`src/hdl/grvt_pkg.sv`:
```
`default_nettype none
package grvt_pkg;

  localparam int NUM_WINDOWS = 16;
  localparam int IDX_W       = 4;
  localparam int EYE_W       = 16;
  localparam int COORD_W     = 13;
  localparam int OFFSET_W    = 8;
  localparam int POINT_W     = 14;
  localparam int REGION_W    = 5;
  localparam int FLAGS_W     = 2;
  localparam int CFG_IDX_W   = 2;
  localparam int CFG_DATA_W  = 13;
  localparam int SUM_W       = EYE_W + 1;
  localparam int PROD_W      = COORD_W + SUM_W;
  localparam int SCALE_SHIFT = 17;

  localparam logic signed [REGION_W-1:0] REGION_NONE = -5'sd1;

  localparam logic OP_SAMPLE      = 1'b0;
  localparam logic OP_TABLE_WRITE = 1'b1;

  localparam logic [CFG_IDX_W-1:0] REG_SCREEN_WIDTH  = 2'd0;
  localparam logic [CFG_IDX_W-1:0] REG_SCREEN_HEIGHT = 2'd1;
  localparam logic [CFG_IDX_W-1:0] REG_POINT_OFFSET  = 2'd2;
  localparam logic [CFG_IDX_W-1:0] REG_EDIT_MODE     = 2'd3;

  localparam logic [COORD_W-1:0]  RST_SCREEN_WIDTH  = 13'd1920;
  localparam logic [COORD_W-1:0]  RST_SCREEN_HEIGHT = 13'd1080;
  localparam logic [OFFSET_W-1:0] RST_POINT_OFFSET  = 8'd50;

  localparam int FLAG_ELIGIBLE = 0;
  localparam int FLAG_BUTTON   = 1;

  typedef struct packed {
    logic                       valid;
    logic signed [POINT_W-1:0]  x;
    logic signed [POINT_W-1:0]  y;
    logic signed [REGION_W-1:0] hit;
  } probe_t;

  typedef struct packed {
    logic               en;
    logic [IDX_W-1:0]   index;
    logic [COORD_W-1:0] left;
    logic [COORD_W-1:0] top;
    logic [COORD_W-1:0] width;
    logic [COORD_W-1:0] height;
    logic [FLAGS_W-1:0] flags;
  } tbl_wr_t;

endpackage
`default_nettype wire

```
`src/hdl/grvt_if.sv`:
```
`default_nettype none
interface grvt_sample_if;
  import grvt_pkg::*;

  logic               valid;
  logic               ready;
  logic               operation;
  logic [EYE_W-1:0]   left_eye_x;
  logic [EYE_W-1:0]   left_eye_y;
  logic [EYE_W-1:0]   right_eye_x;
  logic [EYE_W-1:0]   right_eye_y;
  logic [IDX_W-1:0]   entry_index;
  logic [COORD_W-1:0] win_left;
  logic [COORD_W-1:0] win_top;
  logic [COORD_W-1:0] win_width;
  logic [COORD_W-1:0] win_height;
  logic [FLAGS_W-1:0] win_flags;

  modport source (
    output valid, operation, left_eye_x, left_eye_y, right_eye_x, right_eye_y,
           entry_index, win_left, win_top, win_width, win_height, win_flags,
    input  ready
  );

  modport sink (
    input  valid, operation, left_eye_x, left_eye_y, right_eye_x, right_eye_y,
           entry_index, win_left, win_top, win_width, win_height, win_flags,
    output ready
  );
endinterface

interface grvt_result_if;
  import grvt_pkg::*;

  logic                       valid;
  logic                       ready;
  logic signed [POINT_W-1:0]  point_x;
  logic signed [POINT_W-1:0]  point_y;
  logic signed [REGION_W-1:0] hit_region;
  logic                       region_changed;
  logic signed [REGION_W-1:0] region_left;
  logic                       left_was_button;
  logic signed [REGION_W-1:0] region_entered;

  modport source (
    output valid, point_x, point_y, hit_region, region_changed, region_left,
           left_was_button, region_entered,
    input  ready
  );

  modport sink (
    input  valid, point_x, point_y, hit_region, region_changed, region_left,
           left_was_button, region_entered,
    output ready
  );
endinterface
`default_nettype wire

```
`src/hdl/gaze_region_vote_tracker.sv`:
```
`default_nettype none
// Gaze region tracker. Each sample transaction averages the two eyes' Q0.16
// gaze points into a screen point (scaled by the screen size, minus the point
// offset), walks that point down a row of sixteen window cells one cell per
// clock so that the lowest eligible window containing it is found, pushes the
// hit into a vote history and switches the current region when the new hit
// is seen at least MIN_REPEAT times. A sample passes the multiply, point,
// scan and vote states (edit mode skips the walk and vote); a window table
// write goes straight to the done state. One transaction is in work at a
// time; the result register lets the next one be accepted while a result
// still waits. Configuration is written through cfg_we, cfg_index and
// cfg_data; the user must do so only while the block is idle, as the block does not enforce it.
module gaze_region_vote_tracker #(
  parameter int HISTORY_DEPTH = 5,
  parameter int MIN_REPEAT    = 3
) (
  input  wire logic                                clk,
  input  wire logic                                rst,
  input  wire logic                                cfg_we,
  input  wire logic [grvt_pkg::CFG_IDX_W-1:0]      cfg_index,
  input  wire logic [grvt_pkg::CFG_DATA_W-1:0]     cfg_data,
  grvt_sample_if.sink                              sample,
  grvt_result_if.source                            result
);
  import grvt_pkg::*;

  localparam int VOTE_W = $clog2(HISTORY_DEPTH + 1);

  typedef enum logic [5:0] {
    ST_IDLE  = 6'b000001,
    ST_MUL   = 6'b000010,
    ST_POINT = 6'b000100,
    ST_SCAN  = 6'b001000,
    ST_VOTE  = 6'b010000,
    ST_DONE  = 6'b100000
  } state_t;

  state_t                     state;
  logic [COORD_W-1:0]         screen_width;
  logic [COORD_W-1:0]         screen_height;
  logic [OFFSET_W-1:0]        point_offset;
  logic                       edit_mode;

  logic [SUM_W-1:0]           sum_x;
  logic [SUM_W-1:0]           sum_y;
  logic [PROD_W-1:0]          prod_x;
  logic [PROD_W-1:0]          prod_y;
  logic signed [POINT_W-1:0]  px_calc;
  logic signed [POINT_W-1:0]  py_calc;

  logic signed [POINT_W-1:0]  res_px;
  logic signed [POINT_W-1:0]  res_py;
  logic signed [REGION_W-1:0] res_hit;
  logic                       res_changed;
  logic signed [REGION_W-1:0] res_left;
  logic                       res_button;
  logic signed [REGION_W-1:0] current_region;

  logic                       out_valid;
  logic signed [POINT_W-1:0]  out_px;
  logic signed [POINT_W-1:0]  out_py;
  logic signed [REGION_W-1:0] out_hit;
  logic                       out_changed;
  logic signed [REGION_W-1:0] out_left;
  logic                       out_button;
  logic signed [REGION_W-1:0] out_entered;

  logic                       accept;
  logic                       load;
  tbl_wr_t                    wr;
  probe_t                     chain [NUM_WINDOWS+1];
  logic [FLAGS_W-1:0]         kinds [NUM_WINDOWS];
  logic                       hist_shift;
  logic [HISTORY_DEPTH-1:0]   match;
  logic [VOTE_W-1:0]          votes;
  logic                       vote_ok;
  logic                       cur_button;

  assign sample.ready = (state == ST_IDLE);
  assign accept       = sample.valid && sample.ready;
  assign load         = (state == ST_DONE) && (!out_valid || result.ready);

  always_ff @(posedge clk) begin
    if (rst) begin
      screen_width  <= RST_SCREEN_WIDTH;
      screen_height <= RST_SCREEN_HEIGHT;
      point_offset  <= RST_POINT_OFFSET;
      edit_mode     <= 1'b0;
    end else if (cfg_we) begin
      unique case (cfg_index)
        REG_SCREEN_WIDTH:  screen_width  <= cfg_data;
        REG_SCREEN_HEIGHT: screen_height <= cfg_data;
        REG_POINT_OFFSET:  point_offset  <= cfg_data[OFFSET_W-1:0];
        REG_EDIT_MODE:     edit_mode     <= cfg_data[0];
      endcase
    end
  end

  always_comb begin
    wr.en     = accept && (sample.operation == OP_TABLE_WRITE);
    wr.index  = sample.entry_index;
    wr.left   = sample.win_left;
    wr.top    = sample.win_top;
    wr.width  = sample.win_width;
    wr.height = sample.win_height;
    wr.flags  = sample.win_flags;
  end

  assign px_calc = POINT_W'({1'b0, prod_x[PROD_W-1:SCALE_SHIFT]})
                   - POINT_W'({1'b0, point_offset});
  assign py_calc = POINT_W'({1'b0, prod_y[PROD_W-1:SCALE_SHIFT]})
                   - POINT_W'({1'b0, point_offset});

  always_comb begin
    chain[0].valid = (state == ST_POINT) && !edit_mode;
    chain[0].x     = px_calc;
    chain[0].y     = py_calc;
    chain[0].hit   = REGION_NONE;
  end

  for (genvar g = 0; g < NUM_WINDOWS; g++) begin : g_cell
    grvt_cell #(
      .INDEX (g)
    ) u_cell (
      .clk       (clk),
      .rst       (rst),
      .wr        (wr),
      .probe_in  (chain[g]),
      .probe_out (chain[g+1]),
      .kind      (kinds[g])
    );
  end

  assign hist_shift = (state == ST_SCAN) && chain[NUM_WINDOWS].valid;

  grvt_history #(
    .DEPTH (HISTORY_DEPTH)
  ) u_history (
    .clk    (clk),
    .rst    (rst),
    .shift  (hist_shift),
    .hit_in (chain[NUM_WINDOWS].hit),
    .match  (match)
  );

  always_comb begin
    votes = '0;
    for (int i = 0; i < HISTORY_DEPTH; i++) begin
      votes = votes + VOTE_W'(match[i]);
    end
    vote_ok    = (32'(votes) >= 32'(MIN_REPEAT));
    cur_button = current_region[REGION_W-1] ? 1'b0
                 : kinds[current_region[IDX_W-1:0]][FLAG_BUTTON];
  end

  always_ff @(posedge clk) begin
    if (rst) begin
      state          <= ST_IDLE;
      current_region <= REGION_NONE;
    end else begin
      unique case (state)
        ST_IDLE: begin
          if (accept) begin
            if (sample.operation == OP_TABLE_WRITE) begin
              state <= ST_DONE;
            end else begin
              state <= ST_MUL;
            end
          end
        end
        ST_MUL:   state <= ST_POINT;
        ST_POINT: state <= edit_mode ? ST_DONE : ST_SCAN;
        ST_SCAN: begin
          if (chain[NUM_WINDOWS].valid) begin
            state <= ST_VOTE;
          end
        end
        ST_VOTE: begin
          if ((res_hit != current_region) && vote_ok) begin
            current_region <= res_hit;
          end
          state <= ST_DONE;
        end
        ST_DONE: begin
          if (load) begin
            state <= ST_IDLE;
          end
        end
        default: state <= ST_IDLE;
      endcase
    end
  end

  always_ff @(posedge clk) begin
    if (accept) begin
      sum_x       <= {1'b0, sample.left_eye_x} + {1'b0, sample.right_eye_x};
      sum_y       <= {1'b0, sample.left_eye_y} + {1'b0, sample.right_eye_y};
      res_px      <= '0;
      res_py      <= '0;
      res_hit     <= REGION_NONE;
      res_changed <= 1'b0;
      res_left    <= REGION_NONE;
      res_button  <= 1'b0;
    end
    if (state == ST_MUL) begin
      prod_x <= PROD_W'(screen_width) * PROD_W'(sum_x);
      prod_y <= PROD_W'(screen_height) * PROD_W'(sum_y);
    end
    if (state == ST_POINT) begin
      res_px <= px_calc;
      res_py <= py_calc;
    end
    if (hist_shift) begin
      res_hit <= chain[NUM_WINDOWS].hit;
    end
    if ((state == ST_VOTE) && (res_hit != current_region) && vote_ok) begin
      res_changed <= 1'b1;
      res_left    <= current_region;
      res_button  <= cur_button;
    end
  end

  always_ff @(posedge clk) begin
    if (rst) begin
      out_valid <= 1'b0;
    end else if (load) begin
      out_valid <= 1'b1;
    end else if (result.ready) begin
      out_valid <= 1'b0;
    end
  end

  always_ff @(posedge clk) begin
    if (load) begin
      out_px      <= res_px;
      out_py      <= res_py;
      out_hit     <= res_hit;
      out_changed <= res_changed;
      out_left    <= res_left;
      out_button  <= res_button;
      out_entered <= current_region;
    end
  end

  assign result.valid           = out_valid;
  assign result.point_x         = out_px;
  assign result.point_y         = out_py;
  assign result.hit_region      = out_hit;
  assign result.region_changed  = out_changed;
  assign result.region_left     = out_left;
  assign result.left_was_button = out_button;
  assign result.region_entered  = out_entered;

endmodule
`default_nettype wire

```
`src/hdl/grvt_cell.sv`:
```
`default_nettype none
module grvt_cell #(
  parameter int INDEX = 0
) (
  input  wire logic                      clk,
  input  wire logic                      rst,
  input  wire grvt_pkg::tbl_wr_t         wr,
  input  wire grvt_pkg::probe_t          probe_in,
  output grvt_pkg::probe_t               probe_out,
  output logic [grvt_pkg::FLAGS_W-1:0]   kind
);
  import grvt_pkg::*;

  logic [COORD_W-1:0]       left;
  logic [COORD_W-1:0]       top;
  logic [COORD_W-1:0]       width;
  logic [COORD_W-1:0]       height;
  logic                     sel;
  logic signed [POINT_W:0]  xs;
  logic signed [POINT_W:0]  ys;
  logic signed [POINT_W:0]  l;
  logic signed [POINT_W:0]  t;
  logic signed [POINT_W:0]  r;
  logic signed [POINT_W:0]  b;
  logic                     in_rect;
  probe_t                   probe_next;

  assign sel = wr.en && (wr.index == IDX_W'(INDEX));

  always_ff @(posedge clk) begin
    if (rst) begin
      kind <= '0;
    end else if (sel) begin
      kind <= wr.flags;
    end
  end

  always_ff @(posedge clk) begin
    if (sel) begin
      left   <= wr.left;
      top    <= wr.top;
      width  <= wr.width;
      height <= wr.height;
    end
  end

  always_comb begin
    xs      = {probe_in.x[POINT_W-1], probe_in.x};
    ys      = {probe_in.y[POINT_W-1], probe_in.y};
    l       = {2'b00, left};
    t       = {2'b00, top};
    r       = {1'b0, {1'b0, left} + {1'b0, width}};
    b       = {1'b0, {1'b0, top} + {1'b0, height}};
    in_rect = (l <= xs) && (xs <= r) && (t <= ys) && (ys <= b);
    probe_next = probe_in;
    if (probe_in.hit[REGION_W-1] && kind[FLAG_ELIGIBLE] && in_rect) begin
      probe_next.hit = REGION_W'(INDEX);
    end
  end

  always_ff @(posedge clk) begin
    if (rst) begin
      probe_out.valid <= 1'b0;
    end else begin
      probe_out <= probe_next;
    end
  end

endmodule
`default_nettype wire

```
`src/hdl/grvt_history.sv`:
```
`default_nettype none
module grvt_history #(
  parameter int DEPTH = 5
) (
  input  wire logic                             clk,
  input  wire logic                             rst,
  input  wire logic                             shift,
  input  wire logic signed [grvt_pkg::REGION_W-1:0] hit_in,
  output logic [DEPTH-1:0]                      match
);
  import grvt_pkg::*;

  logic signed [REGION_W-1:0] entries [DEPTH];

  always_ff @(posedge clk) begin
    if (rst) begin
      for (int i = 0; i < DEPTH; i++) begin
        entries[i] <= REGION_NONE;
      end
    end else if (shift) begin
      entries[0] <= hit_in;
      for (int i = 1; i < DEPTH; i++) begin
        entries[i] <= entries[i-1];
      end
    end
  end

  always_ff @(posedge clk) begin
    if (shift) begin
      match[0] <= 1'b1;
      for (int i = 1; i < DEPTH; i++) begin
        match[i] <= (entries[i-1] == hit_in);
      end
    end
  end

endmodule
`default_nettype wire
```
`src/flat_wrapper.sv`:
```
// flat-port wrapper written by rule: the top's interface ports become plain ports
module gaze_region_vote_tracker_flat import grvt_pkg::*;
#(
  parameter int HISTORY_DEPTH = 5,
  parameter int MIN_REPEAT    = 3
)
  (clk, rst, cfg_we, cfg_index, cfg_data, sample_valid, sample_operation, sample_left_eye_x, sample_left_eye_y, sample_right_eye_x, sample_right_eye_y, sample_entry_index, sample_win_left, sample_win_top, sample_win_width, sample_win_height, sample_win_flags, sample_ready, result_valid, result_point_x, result_point_y, result_hit_region, result_region_changed, result_region_left, result_left_was_button, result_region_entered, result_ready);
  grvt_sample_if sample_i ();
  grvt_result_if result_i ();
  input  wire logic clk;
  input  wire logic rst;
  input  wire logic cfg_we;
  input  wire logic [grvt_pkg::CFG_IDX_W-1:0] cfg_index;
  input  wire logic [grvt_pkg::CFG_DATA_W-1:0] cfg_data;
  input wire logic [$bits(sample_i.valid)-1:0] sample_valid;
  input wire logic [$bits(sample_i.operation)-1:0] sample_operation;
  input wire logic [$bits(sample_i.left_eye_x)-1:0] sample_left_eye_x;
  input wire logic [$bits(sample_i.left_eye_y)-1:0] sample_left_eye_y;
  input wire logic [$bits(sample_i.right_eye_x)-1:0] sample_right_eye_x;
  input wire logic [$bits(sample_i.right_eye_y)-1:0] sample_right_eye_y;
  input wire logic [$bits(sample_i.entry_index)-1:0] sample_entry_index;
  input wire logic [$bits(sample_i.win_left)-1:0] sample_win_left;
  input wire logic [$bits(sample_i.win_top)-1:0] sample_win_top;
  input wire logic [$bits(sample_i.win_width)-1:0] sample_win_width;
  input wire logic [$bits(sample_i.win_height)-1:0] sample_win_height;
  input wire logic [$bits(sample_i.win_flags)-1:0] sample_win_flags;
  output wire logic [$bits(sample_i.ready)-1:0] sample_ready;
  output wire logic [$bits(result_i.valid)-1:0] result_valid;
  output wire logic [$bits(result_i.point_x)-1:0] result_point_x;
  output wire logic [$bits(result_i.point_y)-1:0] result_point_y;
  output wire logic [$bits(result_i.hit_region)-1:0] result_hit_region;
  output wire logic [$bits(result_i.region_changed)-1:0] result_region_changed;
  output wire logic [$bits(result_i.region_left)-1:0] result_region_left;
  output wire logic [$bits(result_i.left_was_button)-1:0] result_left_was_button;
  output wire logic [$bits(result_i.region_entered)-1:0] result_region_entered;
  input wire logic [$bits(result_i.ready)-1:0] result_ready;
  assign sample_i.valid = sample_valid;
  assign sample_i.operation = sample_operation;
  assign sample_i.left_eye_x = sample_left_eye_x;
  assign sample_i.left_eye_y = sample_left_eye_y;
  assign sample_i.right_eye_x = sample_right_eye_x;
  assign sample_i.right_eye_y = sample_right_eye_y;
  assign sample_i.entry_index = sample_entry_index;
  assign sample_i.win_left = sample_win_left;
  assign sample_i.win_top = sample_win_top;
  assign sample_i.win_width = sample_win_width;
  assign sample_i.win_height = sample_win_height;
  assign sample_i.win_flags = sample_win_flags;
  assign sample_ready = sample_i.ready;
  assign result_valid = result_i.valid;
  assign result_point_x = result_i.point_x;
  assign result_point_y = result_i.point_y;
  assign result_hit_region = result_i.hit_region;
  assign result_region_changed = result_i.region_changed;
  assign result_region_left = result_i.region_left;
  assign result_left_was_button = result_i.left_was_button;
  assign result_region_entered = result_i.region_entered;
  assign result_i.ready = result_ready;
  gaze_region_vote_tracker #(.HISTORY_DEPTH(HISTORY_DEPTH), .MIN_REPEAT(MIN_REPEAT)) u_core (.clk(clk), .rst(rst), .cfg_we(cfg_we), .cfg_index(cfg_index), .cfg_data(cfg_data), .sample(sample_i), .result(result_i));
endmodule
```
`config.mk`:
```
export PLATFORM = sky130hd
export DESIGN_NAME = gaze_region_vote_tracker_flat
export DESIGN_NICKNAME = d
export VERILOG_FILES = /design/src/hdl/grvt_pkg.sv /design/src/hdl/grvt_if.sv /design/src/hdl/gaze_region_vote_tracker.sv /design/src/hdl/grvt_cell.sv /design/src/hdl/grvt_history.sv /design/src/flat_wrapper.sv
export SDC_FILE = /design/constraint.sdc
export NUM_CORES = 2
export LEC_CHECK = 0
export ABC_CLOCK_PERIOD_IN_PS = 7480
export BUFFER_PORTS_ARGS = -buffer_cell sky130_fd_sc_hd__buf_2
export CAP_MARGIN = 5
export CORE_MARGIN = 5
export CORE_UTILIZATION = 60
export CTS_BUF_LIST = sky130_fd_sc_hd__clkbuf_4
export CTS_CLUSTER_DIAMETER = 100
export DETAILED_ROUTE_END_ITERATION = 8
export GPL_TIMING_DRIVEN = 0
export PLACE_DENSITY_LB_ADDON = 0.3
export SLEW_MARGIN = 20
export SYNTH_ARGS = -nofsm -noshare
export SYNTH_HDL_FRONTEND = slang
export SYNTH_HIERARCHICAL = 1
export SYNTH_SLANG_ARGS = --single-unit
```
`constraint.sdc`:
```
create_clock -name clk -period 7.48 [get_ports clk]
set_input_delay 0.374 -clock clk [delete_from_list [all_inputs] [get_ports clk]]
set_output_delay 0.374 -clock clk [all_outputs]
set_load 0.1 [all_outputs]
```
==> results.yml <==
clock_tree:
  cts_tree: "yes"
  root_buffer: "clkbuf_4"
  clockBufferDepth: 4
  clock-sinks: 1596
  htreeDepth: 5
  clk_pin_slew_ns: 0.07
  tritoncts.num_buffers: 423
  insertion_delay_ns: 1.38
sta:
  rsz0062_at_grt: "no"
  finalClockSkew_ns: 0.124
  tns_ns: 0
  relSlewSlack_pct: 26.8
  period_needed_ns: 6.55
  finalMaxSlewViolations: 0
  finalSetupViolations: 0
  holdWs_ns: 0.175
  worst_pin_slew_ns: 1.10
  max_freq_ghz: 0.153
  period_share_pct: 87.6
  finalHoldViolCount: 0
  layout_setup_ws_ns: 0.929
floorplan:
  core_area_um2: 176000
  dieHeight_um: 431
  num_rows: 154
  die_area_um2: 186000
  start_util_pct: 60.3
  die_w_um: 431
  io_pins: 190
logic_synthesis:
  syn_inst: 9328
  yosysWarnings: 6
  synth_area_um2: 106000
  syn_avg_cell_area_um2: 11.4
setup_path:
  cpPeakStageDelay_ns: 0.55
  timing_worst_setup_path_type: "flop to flop"
  endpoint_kind: "flop"
  r2r_cells: 19
  cpMostUsedCell: "fa_1"
  crit_family: "adder cells"
  crit_buf_inv: 5
  cp.arrival_ns: 7.64
  reg2reg_from: "u_core/screen_width[6]"
  rr_endpoint: "u_core/prod_x[28]"
  crit_path_max_fanout: 10
  cp.required_ns: 8.57
  start_kind: "flop"
  ff2ff_setup_slack_ns: 0.93
  critPathSlowestCell: "fa_1"
  worstPathCellList: "clkbuf_1 -> clkbuf_1 -> nand2_1 -> fa_1 -> fa_1 -> inv_1 -> fa_1 -> fa_1 -> inv_1 -> fa_1 -> inv_1 -> ha_1 -> a21o_1 -> a31oi_1 -> o21ai_1 -> a211oi_2 -> a21oi_2 -> a21oi_2 -> xnor2_1"
route:
  wire_per_inst_um: 22.1
  wl_um: 285000
  first_iter_violations: 5959
  via_count: 77500
  dr.pass1.iters: 6
  avgViaCountPerCell: 5.99
  ant_nets: 0
  post-route-drc-count: 0
placement:
  io_buffers: 189
  dpl.hpwl_um: 201000
  routabilityCongestion: 0.938
  place_area_um2: 111000
  place_ws_ns: 1.02
  dp_cells: 11900
final_layout:
  syn2layout_area_growth_pct: 12.2
  design_area_um2: 119000
  layout.cells.non_filler: 12900
  fin_nets: 12300
  drive_above_1_share_pct: 9.88
grt:
  track_usage_pct: 30.3
  grt_pass1_vias: 78800
  grt_max_degree: 55
  antenna_found_initial: 38
  grt_pass1_wl_um: 435000
  grt_overflow: 0
power_and_ir_drop:
  peakVddDrop_mv: 0.227
  power_density_nw_per_um2: 216
  power_leakage_nw: 51.0
hold_path:
  min_path_type: "primary input to flop"
  min_to: "u_core/g_cell[12].u_cell/width[0]"
  min_path_cells: 2
  hp-start: "sample_win_width[0]"
run:
  cap_violations: 0
run_status:
  status: "completed"
==> cell type report <==
class	count	area (um^2)
clock inverter	166	1070
buffer	125	522
antenna	12	30.0
sequential	1596	47000
timing repair buffer	508	4470
tap	2340	2930
multi-input combinational	6404	54300
clock buffer	575	4320
fill	12800	56900
inverter	1208	4540
==> placed cells by master, fill, tap and decap left out, types with 167 or more instances in the layout <==
cell,count
inv_1,1181
clkbuf_4,577
o21ai_0,239
nor2_1,341
a21o_1,191
nor2b_1,167
dlygate4sd3_1,271
edfxtp_1,1500
and2_1,221
xnor2_1,180
xor2_1,195
ha_1,1503
nand2_1,630
fa_1,366
buf_2,196
a21oi_1,520
==> worst max path at each step <==
stage | from | endpoint | slack, ns | cells after the start
floorplan | u_core/state[3] | u_core/g_cell[1].u_cell/kind[0] | 1.63 | 9
global placement | u_core/state[3] | u_core/g_cell[1].u_cell/kind[0] | -0.31 | 9
CTS | u_core/screen_width[6] | u_core/prod_x[28] | 1.02 | 19
finish | u_core/screen_width[6] | u_core/prod_x[28] | 0.93 | 19
detailed placement | u_core/screen_width[6] | u_core/prod_x[28] | 1.02 | 19
global route | u_core/screen_width[6] | u_core/prod_x[24] | 0.77 | 19
==> metrics by stage <==
stage | total power, mW | util (%)
2_1_floorplan | 15.7 | -
5_1_grt | 27.4 | 67.7
3_5_place_dp | 17.9 | 63.1
4_1_cts | 25.8 | 67.7
3_3_place_gp | 17.6 | 62.5
6_report | 25.7 | 67.7
==> registers in the layout (all words and copies together) (netlist names), 6 cells and up <==
name / count
u_core/sum_x: 17
u_core/prod_y: 13
u_core/result.point_x: 14
u_core/prod_x: 13
u_core/g_cell.u_cell/width: 208
u_core/g_cell.u_cell/height: 208
u_core/screen_width: 13
u_core/res_py: 14
u_core/state: 6
u_core/sum_y: 17
u_core/u_history/entries: 20
u_core/g_cell.u_cell/kind: 32
u_core/result.point_y: 14
u_core/screen_height: 13
u_core/res_px: 14
u_core/g_cell.u_cell/top: 208
u_core/point_offset: 8
u_core/g_cell.u_cell/left: 208
u_core/g_cell.u_cell/probe_out: 516
==> routing by layer <==
metal	track usage, %	part of all wire, %	up-vias
met2	51.1	48	3336
met3	5.12	7.3	877
met1	37.1	39	37300
met5	0	0.019	-
li1	-	-	35900
met4	16.8	6.1	8
==> power breakdown <==
group | switching, mW | internal (mW)
Combinational | 4.45 | 2.88
Sequential | 0.293 | 10.3
Clock | 3.68 | 4.08
==> repair_timing <==
| action | in CTS | in global routing |
|---|---|---|
| setup buffers | 0 | 0 |
| hold buffers | 271 | 0 |
| gates resized for setup | 0 | 0 |
| hold endpoints to repair | 1958 | 0 |
Note: power is estimated with default switching activity, not from simulation.
